### config.mk
export PLATFORM = sky130hd
export DESIGN_NAME = decimal_text_command_parser_top
export DESIGN_NICKNAME = d
export VERILOG_FILES = /design/src/dtcp_pkg.sv /design/src/dtcp_parse_core.sv /design/src/decimal_text_command_parser_top.sv
export SDC_FILE = /design/constraint.sdc
export NUM_CORES = 1
export LEC_CHECK = 0
export ABC_AREA = 1
export BUFFER_PORTS_ARGS = -buffer_cell sky130_fd_sc_hd__buf_4
export CAP_MARGIN = 20
export CORE_ASPECT_RATIO = 1.4
export CORE_MARGIN = 3
export CORE_UTILIZATION = 45
export DETAILED_ROUTE_END_ITERATION = 8
export SLEW_MARGIN = 10
export SYNTH_ARGS = -nofsm -noshare
export SYNTH_HDL_FRONTEND = slang
export SYNTH_SLANG_ARGS = --single-unit
### constraint.sdc
create_clock -name i_clk -period 16.7 [get_ports i_clk]
set_clock_uncertainty 0.1 [all_clocks]
set_input_delay 0.835 -clock i_clk [delete_from_list [all_inputs] [get_ports i_clk]]
set_output_delay 0.835 -clock i_clk [all_outputs]
set_load 0.02 [all_outputs]
### src/dtcp_pkg.sv
// shared types, character codes and helpers of the decimal text command parser
package dtcp_pkg;

    localparam int MAX_LINE_CHARS_DEF  = 30;
    localparam int FRACTION_DIGITS_DEF = 3;

    localparam int VALUE_W = 32;
    localparam int KIND_W  = 3;
    // packed output fields rounded up to whole bytes
    localparam int OUT_FIELDS_W = KIND_W + VALUE_W;
    localparam int OUT_DATA_W   = ((OUT_FIELDS_W + 7) / 8) * 8;

    localparam logic [7:0] CHAR_NUL   = 8'h00;
    localparam logic [7:0] CHAR_LF    = 8'h0A;
    localparam logic [7:0] CHAR_CR    = 8'h0D;
    localparam logic [7:0] CHAR_MINUS = 8'h2D;
    localparam logic [7:0] CHAR_POINT = 8'h2E;
    localparam logic [7:0] CHAR_0     = 8'h30;
    localparam logic [7:0] CHAR_9     = 8'h39;
    localparam logic [7:0] CHAR_P     = 8'h50;
    localparam logic [7:0] CHAR_R     = 8'h52;
    localparam logic [7:0] CHAR_S     = 8'h53;
    localparam logic [7:0] CHAR_T     = 8'h54;

    typedef enum logic [KIND_W-1:0] {
        KIND_PEDAL = 3'd0,
        KIND_TEMP  = 3'd1,
        KIND_SPEED = 3'd2,
        KIND_RESET = 3'd3,
        KIND_ACK   = 3'd4
    } t_kind;

    typedef struct packed {
        logic                       valid;
        t_kind                      kind;
        logic signed [VALUE_W-1:0]  value;
    } t_result;

    // 10^e for the fraction scaling, e up to six
    function automatic logic [19:0] pow10(input logic [2:0] e);
        logic [19:0] p;
        unique case (e)
            3'd0:    p = 20'd1;
            3'd1:    p = 20'd10;
            3'd2:    p = 20'd100;
            3'd3:    p = 20'd1000;
            3'd4:    p = 20'd10000;
            3'd5:    p = 20'd100000;
            3'd6:    p = 20'd1000000;
            default: p = 20'd0;
        endcase
        return p;
    endfunction

endpackage

### src/dtcp_parse_core.sv
// line state, fixed point accumulator and result formation for one byte per step
module dtcp_parse_core #(
    parameter int MAX_LINE_CHARS  = dtcp_pkg::MAX_LINE_CHARS_DEF,
    parameter int FRACTION_DIGITS = dtcp_pkg::FRACTION_DIGITS_DEF
) (
    input  logic             i_clk,
    input  logic             i_rst_n,
    input  logic             i_step,
    input  logic [7:0]       i_byte,
    output dtcp_pkg::t_result o_result
);
    import dtcp_pkg::*;

    localparam int LEN_W = $clog2(MAX_LINE_CHARS + 1);
    localparam int FCNT_W = (FRACTION_DIGITS > 0) ? $clog2(FRACTION_DIGITS + 1) : 1;
    localparam int ACC_W = VALUE_W;       // magnitude held at or below 2^31
    localparam int WIDE_W = ACC_W + 4;
    localparam logic [WIDE_W-1:0] MAG_LIMIT = WIDE_W'(64'h8000_0000);

    logic [LEN_W-1:0]  r_len,    n_len;
    logic [7:0]        r_letter, n_letter;
    logic              r_neg,    n_neg;
    logic              r_point,  n_point;
    logic              r_ended,  n_ended;
    logic [ACC_W-1:0]  r_acc,    n_acc;
    logic [FCNT_W-1:0] r_fcnt,   n_fcnt;

    logic              is_eol;
    logic              is_digit;
    logic [3:0]        digit;
    logic [WIDE_W-1:0] acc_sum;
    t_kind             kind;
    logic [ACC_W-1:0]  neg_val;

    assign is_eol   = (i_byte == CHAR_LF) || (i_byte == CHAR_CR);
    assign is_digit = (i_byte >= CHAR_0) && (i_byte <= CHAR_9);
    assign digit    = 4'(i_byte - CHAR_0);

    always_comb begin
        n_len    = r_len;
        n_letter = r_letter;
        n_neg    = r_neg;
        n_point  = r_point;
        n_ended  = r_ended;
        n_acc    = r_acc;
        n_fcnt   = r_fcnt;
        acc_sum  = WIDE_W'(r_acc);
        if (is_eol) begin
            if (r_len != '0) begin
                n_len    = '0;
                n_letter = '0;
                n_neg    = 1'b0;
                n_point  = 1'b0;
                n_ended  = 1'b0;
                n_acc    = '0;
                n_fcnt   = '0;
            end
        end else if (r_len < LEN_W'(MAX_LINE_CHARS)) begin
            n_len = r_len + LEN_W'(1);
            if (r_len == '0) begin
                n_letter = i_byte;
            end else if (!r_ended) begin
                priority if (i_byte == CHAR_NUL) begin
                    n_ended = 1'b1;
                end else if (i_byte == CHAR_MINUS && r_len == LEN_W'(1)) begin
                    n_neg = 1'b1;
                end else if (i_byte == CHAR_POINT) begin
                    n_point = 1'b1;
                end else if (is_digit) begin
                    if (!r_point) begin
                        acc_sum = WIDE_W'(r_acc) * WIDE_W'(10)
                                + WIDE_W'(digit) * WIDE_W'(pow10(3'(FRACTION_DIGITS)));
                    end else if (int'(r_fcnt) < FRACTION_DIGITS) begin
                        n_fcnt  = r_fcnt + FCNT_W'(1);
                        acc_sum = WIDE_W'(r_acc) + WIDE_W'(digit)
                                * WIDE_W'(pow10(3'(FRACTION_DIGITS - 1 - int'(r_fcnt))));
                    end
                    n_acc = (acc_sum > MAG_LIMIT) ? MAG_LIMIT[ACC_W-1:0]
                                                  : acc_sum[ACC_W-1:0];
                end else begin
                    // any other character leaves the value as it is
                end
            end
        end
    end

    always_ff @(posedge i_clk) begin
        if (!i_rst_n) begin
            r_len    <= '0;
            r_letter <= '0;
            r_neg    <= 1'b0;
            r_point  <= 1'b0;
            r_ended  <= 1'b0;
            r_acc    <= '0;
            r_fcnt   <= '0;
        end else if (i_step) begin
            r_len    <= n_len;
            r_letter <= n_letter;
            r_neg    <= n_neg;
            r_point  <= n_point;
            r_ended  <= n_ended;
            r_acc    <= n_acc;
            r_fcnt   <= n_fcnt;
        end
    end

    always_comb begin
        unique case (r_letter)
            CHAR_P:  kind = KIND_PEDAL;
            CHAR_T:  kind = KIND_TEMP;
            CHAR_S:  kind = KIND_SPEED;
            CHAR_R:  kind = KIND_RESET;
            default: kind = KIND_ACK;
        endcase
    end

    // two's complement of the magnitude, 2^31 wraps to the negative limit
    assign neg_val = ACC_W'(0) - r_acc;

    always_comb begin
        o_result.valid = is_eol && (r_len != '0);
        o_result.kind  = kind;
        if (kind == KIND_RESET || kind == KIND_ACK) begin
            o_result.value = '0;
        end else if (r_neg) begin
            o_result.value = neg_val;
        end else if (r_acc[ACC_W-1]) begin
            o_result.value = {1'b0, {(ACC_W-1){1'b1}}};
        end else begin
            o_result.value = r_acc;
        end
    end

endmodule

### src/decimal_text_command_parser_top.sv
// decimal text command parser: stream in, input register, parse core, output register
//
// Usage
//   Slave channel (i_s_*) carries one received character per transfer. Master channel
//   (o_m_*) carries one result per line that held at least one stored character, given
//   when a CR or LF arrives: the command kind and the signed value in thousandths.
//   The first character of a line is the command letter; at most MAX_LINE_CHARS are
//   stored, further characters up to the line end are dropped.
// Throughput
//   one character per cycle is accepted while no line end waits in the input register; the parse
//   step for any other character runs in the cycle after its transfer, a single multiply by ten and
//   add on the accumulator; a result passes the input and then the output register to o_m_tvalid.
// Reset
//   i_rst_n is synchronous, active low; it clears the line state and empties the input
//   and output registers.
// Stall
//   while a result waits in the output register, the next character is still taken and
//   parsed; only a further line end waits in the input register, which then holds
//   o_s_tready low until the result is taken.
module decimal_text_command_parser_top #(
    parameter int MAX_LINE_CHARS  = dtcp_pkg::MAX_LINE_CHARS_DEF,
    parameter int FRACTION_DIGITS = dtcp_pkg::FRACTION_DIGITS_DEF
) (
    input  logic                            i_clk,
    input  logic                            i_rst_n,
    input  logic                            i_s_tvalid,
    output logic                            o_s_tready,
    input  logic [7:0]                      i_s_tdata,  // [7:0] rx_byte
    output logic                            o_m_tvalid,
    input  logic                            i_m_tready,
    output logic [dtcp_pkg::OUT_DATA_W-1:0] o_m_tdata   // [2:0] command_kind, [34:3] value_milli
);
    import dtcp_pkg::*;

    logic                      r_in_valid;
    logic [7:0]                r_in_byte;
    logic                      r_out_valid;
    t_kind                     r_out_kind;
    logic signed [VALUE_W-1:0] r_out_value;

    t_result core_res;
    logic    out_free;
    logic    advance;
    logic    in_xfer;

    assign out_free   = !r_out_valid || i_m_tready;
    assign advance    = r_in_valid && (!core_res.valid || out_free);
    assign o_s_tready = !r_in_valid || advance;
    assign in_xfer    = i_s_tvalid && o_s_tready;

    dtcp_parse_core #(
        .MAX_LINE_CHARS  (MAX_LINE_CHARS),
        .FRACTION_DIGITS (FRACTION_DIGITS)
    ) u_core (
        .i_clk    (i_clk),
        .i_rst_n  (i_rst_n),
        .i_step   (advance),
        .i_byte   (r_in_byte),
        .o_result (core_res)
    );

    always_ff @(posedge i_clk) begin
        if (!i_rst_n) begin
            r_in_valid <= 1'b0;
        end else if (in_xfer) begin
            r_in_valid <= 1'b1;
        end else if (advance) begin
            r_in_valid <= 1'b0;
        end
    end

    always_ff @(posedge i_clk) begin
        if (in_xfer) begin
            r_in_byte <= i_s_tdata;
        end
    end

    always_ff @(posedge i_clk) begin
        if (!i_rst_n) begin
            r_out_valid <= 1'b0;
        end else if (advance && core_res.valid) begin
            r_out_valid <= 1'b1;
        end else if (i_m_tready) begin
            r_out_valid <= 1'b0;
        end
    end

    always_ff @(posedge i_clk) begin
        if (advance && core_res.valid) begin
            r_out_kind  <= core_res.kind;
            r_out_value <= core_res.value;
        end
    end

    assign o_m_tvalid = r_out_valid;
    assign o_m_tdata  = {{(OUT_DATA_W - OUT_FIELDS_W){1'b0}}, r_out_value, r_out_kind};

endmodule
# Yosys cells after proc, flatten, opt, wreduce, memory -nomap -nowiden

Cells that the tools add are included.

Register bits: 95
Input port bits: 12
Output and inout port bits: 42
Word-level logic and storage cells: 159

$add $sub $neg: 7
Multiply operators: 3
$lt $le $gt $ge: 5
Eq/ne operators: 23
Mux-type cells: 75
Reduce and logical (&&, ||, !) cells: 34

Operators by type and width:

| kind                    | number |
|---|---|
| $mux W36                | 10 |
| $mux W32                | 11 |
| $mux W20                | 10 |
| $pmux W20 S7            | 1 |
| $add A36 B14 Y36        | 1 |
| $gt A36 B32 Y1 const B  | 1 |
| $mul A32 B3 Y35 const B | 1 |
| $add A32 B24 Y33        | 1 |
| $eq A8 B7 Y1 const B    | 4 |
| $mux W8                 | 4 |
| $sub A1 B32 Y32 const A | 1 |
| $mux W31                | 1 |
| $mul A4 B20 Y24         | 1 |
| $mux W1                 | 23 |
| $mux W2                 | 11 |
| $reduce_bool A2 Y1      | 9 |
| $eq A8 B4 Y1 const B    | 2 |
| $eq A8 B6 Y1 const B    | 2 |
| $mux W5                 | 3 |
| $eq A3 B3 Y1 const B    | 4 |
| $pmux W3 S4             | 1 |
| $mul A4 B7 Y11 const B  | 1 |
| $reduce_and A11 Y1      | 1 |
| $eq A3 B2 Y1 const B    | 3 |
| other kinds (24)        | 40 |

# Depth between registers and ports, before layout

Gate-level depths: netlist (run 1).

Depth after elaboration: 35
Mapped depth: 36
Gate-level depth less buffers: 35

# Hierarchy

From an unflattened synthesis (run 1), not the netlist that was laid out.

Cells, all modules: 2148
Area total of the unflattened synthesis: 14121.0 µm²

Modules (own cells, without submodules):

| module                          | instances | cells an instance | area an instance (µm²) | seq. area each (µm²) |
|---|---|---|---|---|
| dtcp_parse_core                 | 1         | 2080              | 12667.1                | 1001.0 |
| decimal_text_command_parser_top | 1         | 68                | 1453.9                 | 1331.3 |

# Worst setup path before layout (run 1)

Ideal clock, no wire load.

Path kind: reg-to-reg
Start point: register u_core.r_fcnt[0]
End point: register u_core.r_acc[5]
Library setup time: 136 ps
Arrival time: 5770 ps
Data required time: 16464 ps
Slack: 10694 ps
Stages on the path, launching flop included: 31
Buffers on the path: 5
Period minus slack after synthesis: 6006 ps
Path through: dfxtp_1 -> ha_1 -> clkbuf_1 -> buf_2 -> buf_1 -> nor2_1 -> inv_1 -> buf_1 -> nor2_1 -> fa_1 -> fa_1 -> inv_1 -> fa_1 -> inv_1 -> ha_1 -> nand2_1 -> nor2_1 -> inv_1 -> nor3_1 -> o21ai_0 -> nand3_1 -> nand2_1 -> o21ai_0 -> nand4_1 -> o21ai_0 -> a21oi_1 -> a21oi_1 -> nand2_4 -> buf_12 -> nand3_2 -> a21oi_2

Cells in the longest elaborated chain, start to end: 35
Elaborated cells between the ends (all ways): 42
Those cells by class: 2 x add/sub; 1 x mul; 2 x order compare; 6 x eq/ne; 30 x mux; 1 x reduce/logical

RTL lines:

| what                                 | RTL line               | source |
|---|---|---|
| start: declaration                   | dtcp_parse_core.sv:26  | `logic [FCNT_W-1:0] r_fcnt, n_fcnt;` |
| start signal: assignment             | dtcp_parse_core.sv:103 | `r_fcnt <= n_fcnt;` |
| $sub A2 B2 Y3                        | dtcp_parse_core.sv:76  | `* WIDE_W'(pow10(3'(FRACTION_DIGITS - 1 - int'(r_fcnt))));` |
| $eq A3 B3 Y1 (tied with other cells) | dtcp_pkg.sv:42         | `unique case (e)` |
| $pmux W20 S7                         | dtcp_pkg.sv:42         |  |
| $mux W20                             | dtcp_parse_core.sv:73  | `end else if (int'(r_fcnt) < FRACTION_DIGITS) begin` |
| $mux W20                             | dtcp_parse_core.sv:70  | `if (!r_point) begin` |
| $mux W20                             | dtcp_parse_core.sv:69  | `end else if (is_digit) begin` |
| $mux W20                             | dtcp_parse_core.sv:67  | `end else if (i_byte == CHAR_POINT) begin` |
| $mux W20                             | dtcp_parse_core.sv:65  | `end else if (i_byte == CHAR_MINUS && r_len == LEN_W'(1)) begin` |
| (+19 left out)                       | -                      |  |
| $mux W32 *                           | dtcp_parse_core.sv:69  |  |
| $mux W32 *                           | dtcp_parse_core.sv:67  |  |
| $mux W32 *                           | dtcp_parse_core.sv:65  |  |
| $mux W32 *                           | dtcp_parse_core.sv:63  | `priority if (i_byte == CHAR_NUL) begin` |
| $mux W32 *                           | dtcp_parse_core.sv:62  | `end else if (!r_ended) begin` |
| $mux W32 *                           | dtcp_parse_core.sv:60  | `if (r_len == '0) begin` |
| $mux W32 *                           | dtcp_parse_core.sv:58  | `end else if (r_len < LEN_W'(MAX_LINE_CHARS)) begin` |
| $mux W32 *                           | dtcp_parse_core.sv:48  | `if (is_eol) begin` |
| end signal: assignment               | dtcp_parse_core.sv:102 | `r_acc <= n_acc;` |
| end: declaration                     | dtcp_parse_core.sv:25  | `logic [ACC_W-1:0] r_acc, n_acc;` |

Mark *: on every way between the ends. The rest lies on a longest branch, timed or not. The select of a mux whose other input is x is not followed.
A chain may end at the register's enable or synchronous reset.

# Final worst setup path (run 1)

Start point: register u_core.r_fcnt[0]
End point: register u_core.r_acc[0]

The elaborated chain is that of the path after synthesis.

==> results of run 1 <==
==> cells in the final DEF (no fill, tap or decap), types with 4 or more instances in the layout <==
master,instances
nand2_1,526
xor2_1,14
nor2_4,8
o21bai_1,5
conb_1,17
inv_2,7
clkbuf_16,9
nor3_2,4
nor3_1,32
a211oi_1,10
a21oi_1,146
a21oi_2,30
nand3_2,36
nand2_2,28
nor4_1,8
nand4_1,21
a21o_1,6
o211ai_1,4
inv_1,326
o21ai_0,75
o22ai_1,7
nand3_1,156
nor2_1,181
edfxtp_1,43
ha_1,139
xnor2_1,7
nor2_2,16
dfxtp_1,52
a31oi_1,9
buf_4,56
fa_1,59
==> sequential cells by signal, indices dropped and copies added, names as in the netlist <==
name             count
o_m_tvalid           1
u_core.r_letter      8
u_core.r_neg         1
u_core.r_point       1
r_in_byte            8
u_core.r_ended       1
r_out_value         32
u_core.r_acc        32
u_core.r_len         5
u_core.r_fcnt        2
r_in_valid           1
r_out_kind           3
==> synthesized netlist by cell type (all sizes together) (8+ instances only) <==
library cell / instances / area share, %
clkbuf: 14 / 0.39
nor3: 36 / 1.5
nand4: 22 / 1.1
xor2: 15 / 1.0
nand3: 193 / 8.5
fa: 59 / 8.7
o21ai: 78 / 2.9
a31oi: 9 / 0.41
inv: 334 / 9.2
ha: 139 / 13
dfxtp: 52 / 7.7
edfxtp: 43 / 9.5
nand2: 555 / 16
a21oi: 176 / 7.3
nor4: 8 / 0.37
buf: 28 / 1.8
a211oi: 10 / 0.55
nor2: 206 / 6.5
==> metrics by stage <==
| step | cell area, sq um | hold WS (ns) |
|---|---|---|
| 4_1_cts | 14500 | 0.361 |
| 3_3_place_gp | 14200 | 0.349 |
| 3_5_place_dp | 14200 | 0.349 |
| 2_1_floorplan | 13700 | 0.330 |
| 6_report | 14500 | 0.353 |
| 5_1_grt | 14500 | 0.404 |
==> layout make-up <==
class,count,area (sq um)
inverter,336,1260
fill,3116,14900
clock inverter,6,62.6
tap,380,475
sequential,95,2330
multi-input combinational,1585,9710
timing repair buffer,58,460
clock buffer,10,239
==> kinds of logic after synthesis <==
kind of cell	after synthesis	share of synthesized area, %
AOI/OAI and AO/OA	313	13.4
xor gates and xnor gates	22	1.47
adders and majority gates	198	21.5
buffers and inverters	385	11.9
DFF	95	17.2
other	2	0.0552
and+or+nand+nor	1035	34.5
==> final timing paths <==
path	start	to	slack (ns)	cells after the start
max reg2reg	u_core.r_fcnt[0]	u_core.r_acc[0]	10.21	26
min reg2reg	u_core.r_letter[4]	u_core.r_letter[4]	0.35	2
max	u_core.r_fcnt[0]	u_core.r_acc[0]	10.21	26
min	u_core.r_letter[4]	u_core.r_letter[4]	0.35	2
==> worst max-delay path, cell delays in order, from the launching register on <==
cell and delay, ns:
dfxtp_1 0.37, ha_1 0.21, buf_4 0.27, nor2_1 0.15, inv_1 0.20, nor2_1 0.61, fa_1 0.54, fa_1 0.51
inv_1 0.06, fa_1 0.50, inv_1 0.04, ha_1 0.37, nand2_1 0.10, nor2_1 0.15, inv_1 0.07, nor3_1 0.22
o21ai_0 0.14, nand3_1 0.20, nand2_1 0.08, o21ai_0 0.14, nand4_1 0.15, o21ai_0 0.18, a21oi_1 0.05, a21oi_1 0.27
nand2_4 0.36, nand3_1 0.18, a21oi_1 0.07
==> metal layers <==
layer	up-vias	wire length [um]	part of all wire (%)
li1	6710	-	-
met5	-	0	0
met2	276	22200	52
met4	0	2060	4.8
met3	89	1120	2.6
met1	6274	17500	41
==> power groups by stage <==
| stage | logic (mW) | registers, mW | clock network, mW |
|---|---|---|---|
| floorplan | 0.171 | 0.253 | 0 |
| CTS | 0.227 | 0.251 | 0.227 |
| global route | 0.258 | 0.252 | 0.232 |
| detailed placement | 0.225 | 0.256 | 0 |
| global placement | 0.220 | 0.256 | 0 |
| finish | 0.228 | 0.251 | 0.222 |
==> results.md, run 1 <==
- Status: completed
- First-pass GRT wire length: approximately 68,000 um
- Worst-margin pin slew: 0.982 ns
- Vias in the first global route: 13,000
- ANT cells: 0
- Hold Fails Final Rpt: 0
- WL/cell: between 15 and 20 um
- Switching power: between 0.2 and 0.3 mW
- Critical path arrival: approximately 6.6 ns
- Tmin final: roughly 6.5 ns
- Vias per inst: approximately 5.4
- Gr busiest metal: met2
- Antenna violations before repair: 0
- Worst-path clk slew: about 0.080 ns
- Antenna Nets Post-Route: 0
- Cell Count, Final, Fillers Out: between 2,000 and 2,500
- CP startpoint kind: register
- RSZ-0062 raised after global routing: no
- Leak: about 7.3 nW
- Hold Path Class: register to register
- Clk sinks: between 90 and 100
- Final Worst Setup Slack: 10.21 ns
- F_max: roughly 150 MHz
- Initial core utilization: a little under half
- IO buf count: 48
- CTS hold repair buffers: 0
- Global-route usage over all layers: 26.3%
- Post-CTS Setup Bufs: 0
- Final Util: 49.4%
- Design Power: about 0.7 mW
- H-tree depth: 3
- Clk_lat worst skew: about 0.38 ns
- Post-placement worst setup slack: between 10 and 15 ns
- Fin Setup TNS: 0 ns
- CP Capture Type: register
- Post-synthesis instance total: 2,050
- Final net count: roughly 2,300
- Post-Syn Area: around 14,000 sq um
- Row Count: 74
- Sw Share: 38.2%
- Comb pwr share: around a third
- Slew headroom: about a third
- Area growth syn-to-layout: 6.92%
- Number of flops mapped to enable cells by yosys: 43
- Largest net degree at the start of global routing: between 50 and 60
- Max VDD drop: between 0.00005 and 0.00006 V
- Yosys warning count: 0
- Finish-stage setup viols: 0
- 1st-pass router iterations: 5
- Root Buffer Master: clkbuf_16
- Period utilization: around two fifths
- CP Max Fanout: 33
- DR vias: between 10,000 and 15,000
- RePlAce Congestion: ~0.92
- TritonCTS Buffers: 9
- Register area share after synthesis: 17.2%
- CTS-repair resized insts: 0
- Final wirelength: between 40,000 and 50,000 um
- Fin. max-slew vios: 0
- Die span in y: 212 um
- Sequential power share: 35.8%
- Die Area: approximately 32,000 sq um
- Clock group share of total power: 31.7%
- Met3 Use GR: between 1.5 and 2%
- Main flop type after synthesis: dfxtp_1
- Seq cells post-synth: 95
- Int Power: between 0.4 and 0.5 mW
- Critical path class: register to register
- Longest Clk Path Bufs: 2
- M1 GR Usage: 30.3%
- Max-capacitance violation count: 0
- I/O pin count: between 50 and 60
- Core ar.: ~30,000 sq um
- Placed Cells: about 2,500
- CP required: approximately 17 ns
- CTS tree: built
- Mapped Avg Cell Area: 6.63 sq um
- Die width: between 150 and 200 um
- Final HPWL from detailed placement: between 30,000 and 40,000 um
- GRT overflow: 0
- Drt drc: 0
- Library cells used by synthesis: 64
- Pwr Density: between 40 and 50 nW/um^2
- FFs w/ async S/R, synth: 0%
- Initial DRC Count: 786
- Fraction of layout cells with a size suffix above 1: between 10% and 20%
- GR met2 Demand/Resource: roughly 50%
Note: power is estimated with default switching activity, not from simulation.
==> run 2: changes to the inputs <==
--- a/config.mk
+++ b/config.mk
@@ -5,7 +5,7 @@
 export SDC_FILE = /design/constraint.sdc
 export NUM_CORES = 1
 export LEC_CHECK = 0
-export ABC_AREA = 1
+export ABC_AREA = 0
 export BUFFER_PORTS_ARGS = -buffer_cell sky130_fd_sc_hd__buf_4
 export CAP_MARGIN = 20
 export CORE_ASPECT_RATIO = 1.4
==> constraint.sdc (replaced) <==
create_clock -name i_clk -period 6.1 [get_ports i_clk]
set_clock_uncertainty 0.1 [all_clocks]
set_input_delay 0.305 -clock i_clk [delete_from_list [all_inputs] [get_ports i_clk]]
set_output_delay 0.305 -clock i_clk [all_outputs]
set_load 0.02 [all_outputs]
==> run 2 against run 1 <==
Against the previous run:
- clock power grew 150%
- hold slack lost 0.33 ns
- non-clock buffer count grew 116
- setup slack lost 10 ns
- largest power group is now combinational cells
- final area grew 2.2%
- power grew to 2.8 times the previous value
- cell count shrank 18%
- flip-flop and latch count is the same
- largest cell class unchanged
==> results.md, run 2 <==
- Post-synthesis instance total: 1,535 (-25%)
- Antenna violations before repair: 0 (unchanged)
- First-pass GRT wire length: 58,100 um (-14%)
- Register area: 2340 sq um (+0.27%)
- Seq cells post-synth: 95 (unchanged)
- Vias per inst: 5.80 (+7.3%)
- Leak: 6.61 nW (-9.7%)
- 1st-pass router iterations: 8 (+3)
- CP Capture Type: register
- Biggest regs: r_out_value: 32 flops, u_core.r_acc: 32 flops
- Yosys top cell area share: 13.9% (-0.57 points)
- Clk sinks: 95 (unchanged)
- Global-route usage over all layers: 24.1% (-2.2 points)
- Register area share after synthesis: 18.7% (+1.6 points)
- CP startpoint kind: register
- Clk_lat worst skew: 0.36 ns (-0.02 ns)
- WL/cell: 18.3 um (+5.5%)
- Most frequent cell after synthesis: nand2_1
- Root Buffer Master: clkbuf_16
- Library cells used by synthesis: 95 (+48%)
- Hold Path Class: primary input to register
- Main flop type after synthesis: dfxtp_1
- Multi-input logic area: 9860 sq um (+1.6%)
- Critical path arrival: 6.22 ns (-0.39 ns)
- Slew headroom: 34.5% (+0.067 points)
- Period utilization: 98.8% (+60 points)
- Final wirelength: 37,200 um (-13%)
- CTS tree: built
- Hold Fails Final Rpt: 0 (unchanged)
- Most frequent cells in the layout: buf_4, nand2_1, inv_1
- I/O pin count: 54 (unchanged)
- R2R depth: 25 (-3.8%)
- F_max: 166 MHz (+7.7%)
- Core ar.: 27,100 sq um (-8.0%)
- Final net count: 1,872 (-18%)
- DR vias: 11,800 (-12%)
- Worst-path clk slew: 0.07 ns (about the same)
- Largest net degree at the start of global routing: 53 (-7.0%)
- Fraction of layout cells with a size suffix above 1: 19.0% (+8.7 points)
- Synth area leaders: ha_1, edfxtp_1, fa_1, dfxtp_1, a21oi_1
- Drt drc: 0 (unchanged)
- Synth top cells by count: nand2_1, ha_1, inv_1
- H-tree depth: 3 (unchanged)
- Main combinational cell family by area after synthesis: compound AO/OA/AOI/OAI gates
- Worst-margin pin slew: 0.967 ns (-0.0152 ns)
- Post-Syn Area: 12,500 sq um (-8.3%)
- Pwr Density: 132 nW/um^2 (+170%)
- Final hold slack: 0.0191 ns (-0.334 ns)
- FFs w/ async S/R, synth: 0% (unchanged)
- RePlAce Congestion: 0.902 (-1.6%)
- Finish-stage setup viols: 0 (unchanged)
- CTS hold repair buffers: 0 (unchanged)
- Row Count: 71 (-4.1%)
- TritonCTS Buffers: 9 (unchanged)
- Fin Setup TNS: 0 ns (unchanged)
- Yosys warning count: 0 (unchanged)
- Tmin final: 6.02 ns (-0.465 ns)
- Max VDD drop: 0.000146 V (+190%)
- Initial core utilization: 46.0% (-0.17 points)
- Final Util: 54.9% (+5.5 points)
- Longest Clk Path Bufs: 2 (unchanged)
- Adder-Cell Fraction of Synth Area: 23.4% (+1.9 points)
- IO buf count: 48 (unchanged)
- Simple-gate area share of the yosys netlist: 20.2% (-14 points)
- ANT cells: 0 (unchanged)
- Area growth syn-to-layout: 19.2%
- Fill count: 2,583 (-17%)
- Post-Synth XOR/XNOR Area: 4.35% (+2.9 points)
- Fin. max-slew vios: 0 (unchanged)
- Die Area: 29,800 sq um (-8.0%)
- Status: completed
- Die width: 147 um (-4.1%)
- Mapped Avg Cell Area: 8.12 sq um (+22%)
- Critical path class: register to register
- CP required: 6.30 ns (-10.53 ns)
- Die span in y: 203 um (-4.1%)
- CP Max Fanout: 7 (-79%)
- Initial DRC Count: 693 (-12%)
- Max-capacitance violation count: 0 (unchanged)
- Synth area leader: ha_1
- Antenna Nets Post-Route: 0 (unchanged)
- Commonest non-fill, non-tap cell in the layout: buf_4
- Multiplexer share of the synthesized area: 1.13% (+1.1 points)
- Hold depth: 1 (-1)
- Synth Area in Compound Gates: 25.3% (+12 points)
- RSZ-0062 raised after global routing: yes
- Vias in the first global route: 11,600 (-11%)
- Number of flops mapped to enable cells by yosys: 43 (unchanged)
- Final HPWL from detailed placement: 29,400 um (-16%)
- GRT overflow: 0 (unchanged)
run 2: cell count changes after synthesis, sizes merged, moves of 22 or more:
cell / previous run / this run
o211ai: 4 / 28
clkbuf: 14 / 48
nand3: 193 / 56
o21ai: 78 / 100
xnor2: 7 / 39
inv: 334 / 139
nor2: 206 / 97
and2: 2 / 35
a21oi: 176 / 108
nand2: 555 / 140
run 2: worst max-delay path, stage by stage, from the launching register on:
cell       delay [ns]
dfxtp_4          0.37
buf_4            0.13
ha_2             0.19
o21a_1           0.12
a21o_1           0.19
and2_4           0.17
fa_1             0.48
fa_1             0.54
inv_1            0.05
fa_1             0.49
inv_1            0.06
ha_4             0.30
o211ai_1         0.14
nand2_1          0.11
o21ai_0          0.10
o41ai_1          0.43
xor2_1           0.17
a211oi_2         0.28
o2111ai_2        0.16
a2111oi_4        0.37
nand4_1          0.15
o21a_2           0.24
buf_6            0.12
nor2_4           0.19
buf_12           0.15
a32o_1           0.16
run 2: area by class of cell:
cell class | instances | area share [%]
clock buffer | 10 | 1.61
sequential | 95 | 15.7
multi-input combinational | 1242 | 66.4
inverter | 140 | 3.57
clock inverter | 6 | 0.311
timing repair buffer | 174 | 9.34
tap | 365 | 3.07
run 2: final timing paths:
| path | end | slack, ns | start |
|---|---|---|---|
| max reg2reg | u_core.r_acc[13] | 0.08 | u_core.r_fcnt[0] |
| min reg2reg | u_core.r_letter[4] | 0.37 | u_core.r_letter[4] |
| max | u_core.r_acc[13] | 0.08 | u_core.r_fcnt[0] |
| min | r_in_byte[6] | 0.02 | i_s_tdata[6] |
run 2: cells by family (layout without fill, tap and decap cells):
logic type / count (synthesis) / count (layout)
other: 2 / 17
and+or+nand+nor: 494 / 494
DFF: 95 / 95
xor gates and xnor gates: 61 / 61
AOI/OAI and AO/OA: 458 / 458
buffers and inverters: 213 / 330
muxes: 14 / 14
adders and majority gates: 198 / 198
run 2: where the power goes:
group	total, mW	switching (mW)	internal [mW]
Combinational	0.736	0.396	0.340
Clock	0.551	0.262	0.289
Sequential	0.677	0.00836	0.669
Total	1.96	0.667	1.30
run 2: repair_timing:
action	in CTS	in global routing
resized for setup	24	99
setup buffers	1	22
pin swaps	9	71
setup endpoints to repair	30	32
cloned	0	1
run 2: metal layers:
metal	global-route usage, %	wire length [um]
met1	27.2	14600
met2	46.0	20200
met3	2.28	972
met4	10.1	1410
met5	0	0
run 2: per-stage QoR:
step	cells	setup slack [ns]	total power [mW]	cell area (sq um)
3_5_place_dp	1992	-0.210	1.29	13800
2_1_floorplan	1550	0.000560	1.11	12600
6_report	2032	0.0753	1.96	14900
3_3_place_gp	1992	-0.170	1.28	13800
5_1_grt	2032	-0.159	2.08	14900
4_1_cts	2009	0.00296	1.87	14200
==> run 3: changes to the inputs <==
--- a/config.mk
+++ b/config.mk
@@ -15,4 +15,5 @@
 export SLEW_MARGIN = 10
 export SYNTH_ARGS = -nofsm -noshare
 export SYNTH_HDL_FRONTEND = slang
+export SYNTH_HIERARCHICAL = 1
 export SYNTH_SLANG_ARGS = --single-unit
==> run 3 against run 2 <==
Against the previous run:
- area after synthesis fell by 5.6%
- flip-flop and latch count is the same
- maximum frequency grew 4.3%
- die area shrank 5.4%
- cell count shrank 10%
- global-route usage down 0.50 points
- clock-buffer cell count is 3 higher
- via count fell by 10%
- critical endpoint is now u_core/r_acc[29]
- highest routed layer unchanged
==> results.md, run 3 <==
- Initial core utilization: 46.1% (+0.051 points)
- Slew headroom: 39.3% (+4.8 points)
- CP Capture Point: u_core/r_acc[29]
- Post-Syn Area: 11,800 sq um (-5.6%)
- CP Capture Type: register
- Critical path class: register to register
- Number of flops mapped to enable cells by yosys: 43 (unchanged)
- CTS tree: built
- GRT overflow: 0 (unchanged)
- CTS hold repair buffers: 0 (unchanged)
- Longest Clk Path Bufs: 2 (unchanged)
- Fill count: 2,505 (-3.0%)
- Pwr Density: 137 nW/um^2 (+3.8%)
- Die width: 143 um (-2.7%)
- Most frequent cells in the layout: ha_1, inv_1, nand2_1
- DR vias: 10,600 (-10%)
- Area growth syn-to-layout: 12.0%
- Finish-stage setup viols: 0 (unchanged)
- Clk sinks: 95 (unchanged)
- R2r startpoint: u_core/r_fcnt[0]
- RR Endpoint: u_core/r_acc[29]
- Hold Path Class: primary input to register
- Tmin final: 5.77 ns (-0.251 ns)
- CP top delay family: adder cells
- CP Max Fanout: 15 (+8)
- Vias per inst: 5.81 (+0.15%)
- WL/cell: 18.3 um (-0.17%)
- Main flop type after synthesis: dfxtp_1
- Period utilization: 94.7% (-4.1 points)
- Final HPWL from detailed placement: 26,900 um (-8.5%)
- Biggest regs: r_out_value: 32 flops, u_core/r_acc: 32 flops
- Crit path largest cell delay: 0.55 ns (about the same)
- Switching power: 0.582 mW (-13%)
- WP buf/inv: 5 (unchanged)
- Multi-input logic area: 8790 sq um (-11%)
- FFs w/ async S/R, synth: 0% (unchanged)
- Fraction of layout cells with a size suffix above 1: 11.0% (-8.0 points)
- Status: completed
- Sw Share: 32.2% (-1.8 points)
- IO buf count: 48 (unchanged)
- First-pass GRT wire length: 53,200 um (-8.4%)
- H-tree depth: 3 (unchanged)
- Initial DRC Count: 611 (-12%)
- Worst path cell trace: ha_1 > nor2b_1 > buf_4 > and3_1 > fa_1 > inv_1 > fa_1 > fa_1 > inv_1 > ha_1 > buf_4 > nand2_1 > o21bai_1 > a211oi_1 > o211a_1 > o21ai_0 > a31o_2 > o31ai_2 > o311ai_4 > and2b_2 > clkbuf_16 > a32o_1
- Most common cell on crit path: fa_1
- Max VDD drop: 0.000130 V (-11%)
- Global-route usage over all layers: 23.6% (-0.50 points)
- Leak: 6.06 nW (-8.2%)
- Drt drc: 0 (unchanged)
- Library cells used by synthesis: 85 (-11%)
- Synth area leaders: ha_1, edfxtp_1, fa_1, dfxtp_1, a21oi_1
- Instance count on the critical path: 22 (-12%)
- Clock group share of total power: 30.8% (+2.7 points)
- Fin Setup TNS: 0 ns (unchanged)
- Sequential power share: 37.4% (+2.9 points)
- Most frequent cell after synthesis: ha_1
- Antenna violations before repair: 0 (unchanged)
- Core ar.: 25,600 sq um (-5.7%)
- Hold Fails Final Rpt: 0 (unchanged)
- Clk_lat worst skew: 0.35 ns (about the same)
- Vias in the first global route: 10,500 (-9.2%)
- Die span in y: 197 um (-2.7%)
- Largest net degree at the start of global routing: 51 (-3.8%)
- 1st-pass router iterations: 5 (-3)
- Crit. Startpoint: u_core/r_fcnt[0]
- Design Power: 1.81 mW (-7.9%)
- Register area share after synthesis: 19.8% (+1.1 points)
- CP startpoint kind: register
- F_max: 173 MHz (+4.3%)
- RSZ-0062 raised after global routing: no
- Antenna Nets Post-Route: 0 (unchanged)
- Comb pwr share: 31.8% (-5.7 points)
- R2R depth: 22 (-12%)
- ANT cells: 0 (unchanged)
- RePlAce Congestion: 0.939 (+4.1%)
- Synth top cells by count: ha_1, inv_1, nand2_1
- Root Buffer Master: clkbuf_16
- Worst-path clk slew: 0.07 ns (about the same)
- Commonest non-fill, non-tap cell in the layout: ha_1
- Final net count: 1,708 (-8.8%)
- Yosys warning count: 6 (+6)
- Critical path arrival: 5.91 ns (-0.31 ns)
- Seq cells post-synth: 95 (unchanged)
- Register area: 2340 sq um (about the same)
- Final Util: 51.6% (-3.2 points)
- Synth area leader: ha_1
- Mapped Avg Cell Area: 8.23 sq um (+1.4%)
- Critical Path Slowest Stage Cell: fa_1
- Max-capacitance violation count: 0 (unchanged)
- I/O pin count: 54 (unchanged)
- Fin. max-slew vios: 0 (unchanged)
- Yosys top cell area share: 15.1% (+1.1 points)
- CP required: 6.24 ns (-0.06 ns)
- TritonCTS Buffers: 9 (unchanged)
- Worst-margin pin slew: 0.899 ns (-0.0680 ns)
- Post-synthesis instance total: 1,430 (-6.8%)
- Final wirelength: 33,300 um (-11%)
- Die Area: 28,200 sq um (-5.4%)
- Row Count: 69 (-2.8%)
- Int Power: 1.23 mW (-5.5%)
- R2R Setup Slk: 0.33 ns (+0.25 ns)
==> run 3: changes by cell type in the layout (fill, tap and decap cells not counted), sizes merged, moves of 15 or more <==
| cell | previous run | this run |
|---|---|---|
| nand3 | 56 | 31 |
| a21oi | 108 | 123 |
| buf | 173 | 108 |
| o211ai | 28 | 7 |
| nand2 | 140 | 121 |
| a211oi | 30 | 13 |
| xnor2 | 39 | 56 |
| a32o | 4 | 26 |
| xor2 | 22 | 44 |
==> run 3: power groups by stage <==
| stage | sequential, mW | combinational, mW | clock, mW |
|---|---|---|---|
| after global placement | 0.692 | 0.561 | 0 |
| after detailed placement | 0.692 | 0.570 | 0 |
| after CTS | 0.678 | 0.574 | 0.569 |
| final | 0.677 | 0.576 | 0.557 |
| after global routing | 0.678 | 0.653 | 0.591 |
| after floorplan | 0.694 | 0.401 | 0 |
==> run 3: worst register-to-register path, cell delays in order (launching register included) <==
cell	delay, ns
dfxtp_4	0.36
ha_1	0.20
nor2b_1	0.13
buf_4	0.16
and3_1	0.25
fa_1	0.55
inv_1	0.05
fa_1	0.49
fa_1	0.51
inv_1	0.04
ha_1	0.29
buf_4	0.14
nand2_1	0.08
o21bai_1	0.16
a211oi_1	0.31
o211a_1	0.19
o21ai_0	0.11
a31o_2	0.31
o31ai_2	0.35
o311ai_4	0.17
and2b_2	0.27
clkbuf_16	0.19
a32o_1	0.25
==> run 3: kinds of logic (layout without fill, tap and decap cells) <==
family	count (synthesis)	after routing	share of synthesized area (%)
and+or+nand+nor	436	436	18.7
adders and majority gates	201	201	25.1
buffers and inverters	195	251	6.65
DFF	95	95	19.8
muxes	7	7	0.606
other	3	17	0.0956
AOI/OAI and AO/OA	393	393	21.6
xor gates and xnor gates	100	100	7.44
==> run 3: stage by stage <==
stage               std cells  hold WS [ns]  instance area (sq um)  worst slack [ns]
CTS                      1813        0.0159                  13000            0.0658
detailed placement       1797         0.358                  12700            0.0152
floorplan                1444         0.304                  11800           0.00728
finish                   1819        0.0297                  13200             0.326
global placement         1797         0.353                  12700             0.158
global route             1819        0.0240                  13200            0.0321
==> run 3: layout make-up <==
| cell class | count | area share (%) |
|---|---|---|
| multi-input cells | 1154 | 66.7 |
| repair buffers | 109 | 6.79 |
| clock inverters | 3 | 0.114 |
| flip-flops and latches | 95 | 17.7 |
| inverters | 126 | 3.59 |
| clock buffers | 13 | 2.06 |
| well taps | 319 | 3.03 |
==> run 3: worst min path at each step <==
stage / from / to / slack [ns] / cells after the start
detailed placement: u_core/r_letter[3] / u_core/r_letter[3] / 0.36 / 2
floorplan: i_s_tdata[0] / r_in_byte[0] / 0.30 / 0
global route: i_s_tdata[4] / r_in_byte[4] / 0.02 / 1
global placement: u_core/r_letter[6] / u_core/r_letter[6] / 0.35 / 2
finish: i_s_tdata[4] / r_in_byte[4] / 0.03 / 1
CTS: i_s_tdata[4] / r_in_byte[4] / 0.02 / 1
==> run 3: routing by layer <==
metal / track usage (%) / share of wire, %
met5: 0 / 0
met4: 8.77 / 3.7
met3: 2.54 / 3.5
met2: 44.3 / 53
met1: 27.3 / 40
==> run 3: repair_timing <==
item | CTS | global route
setup endpoints to repair | 2 | 32
pin swaps | 0 | 4
buffers inserted | 0 | 3
cloned | 0 | 1
gates resized for setup | 1 | 22
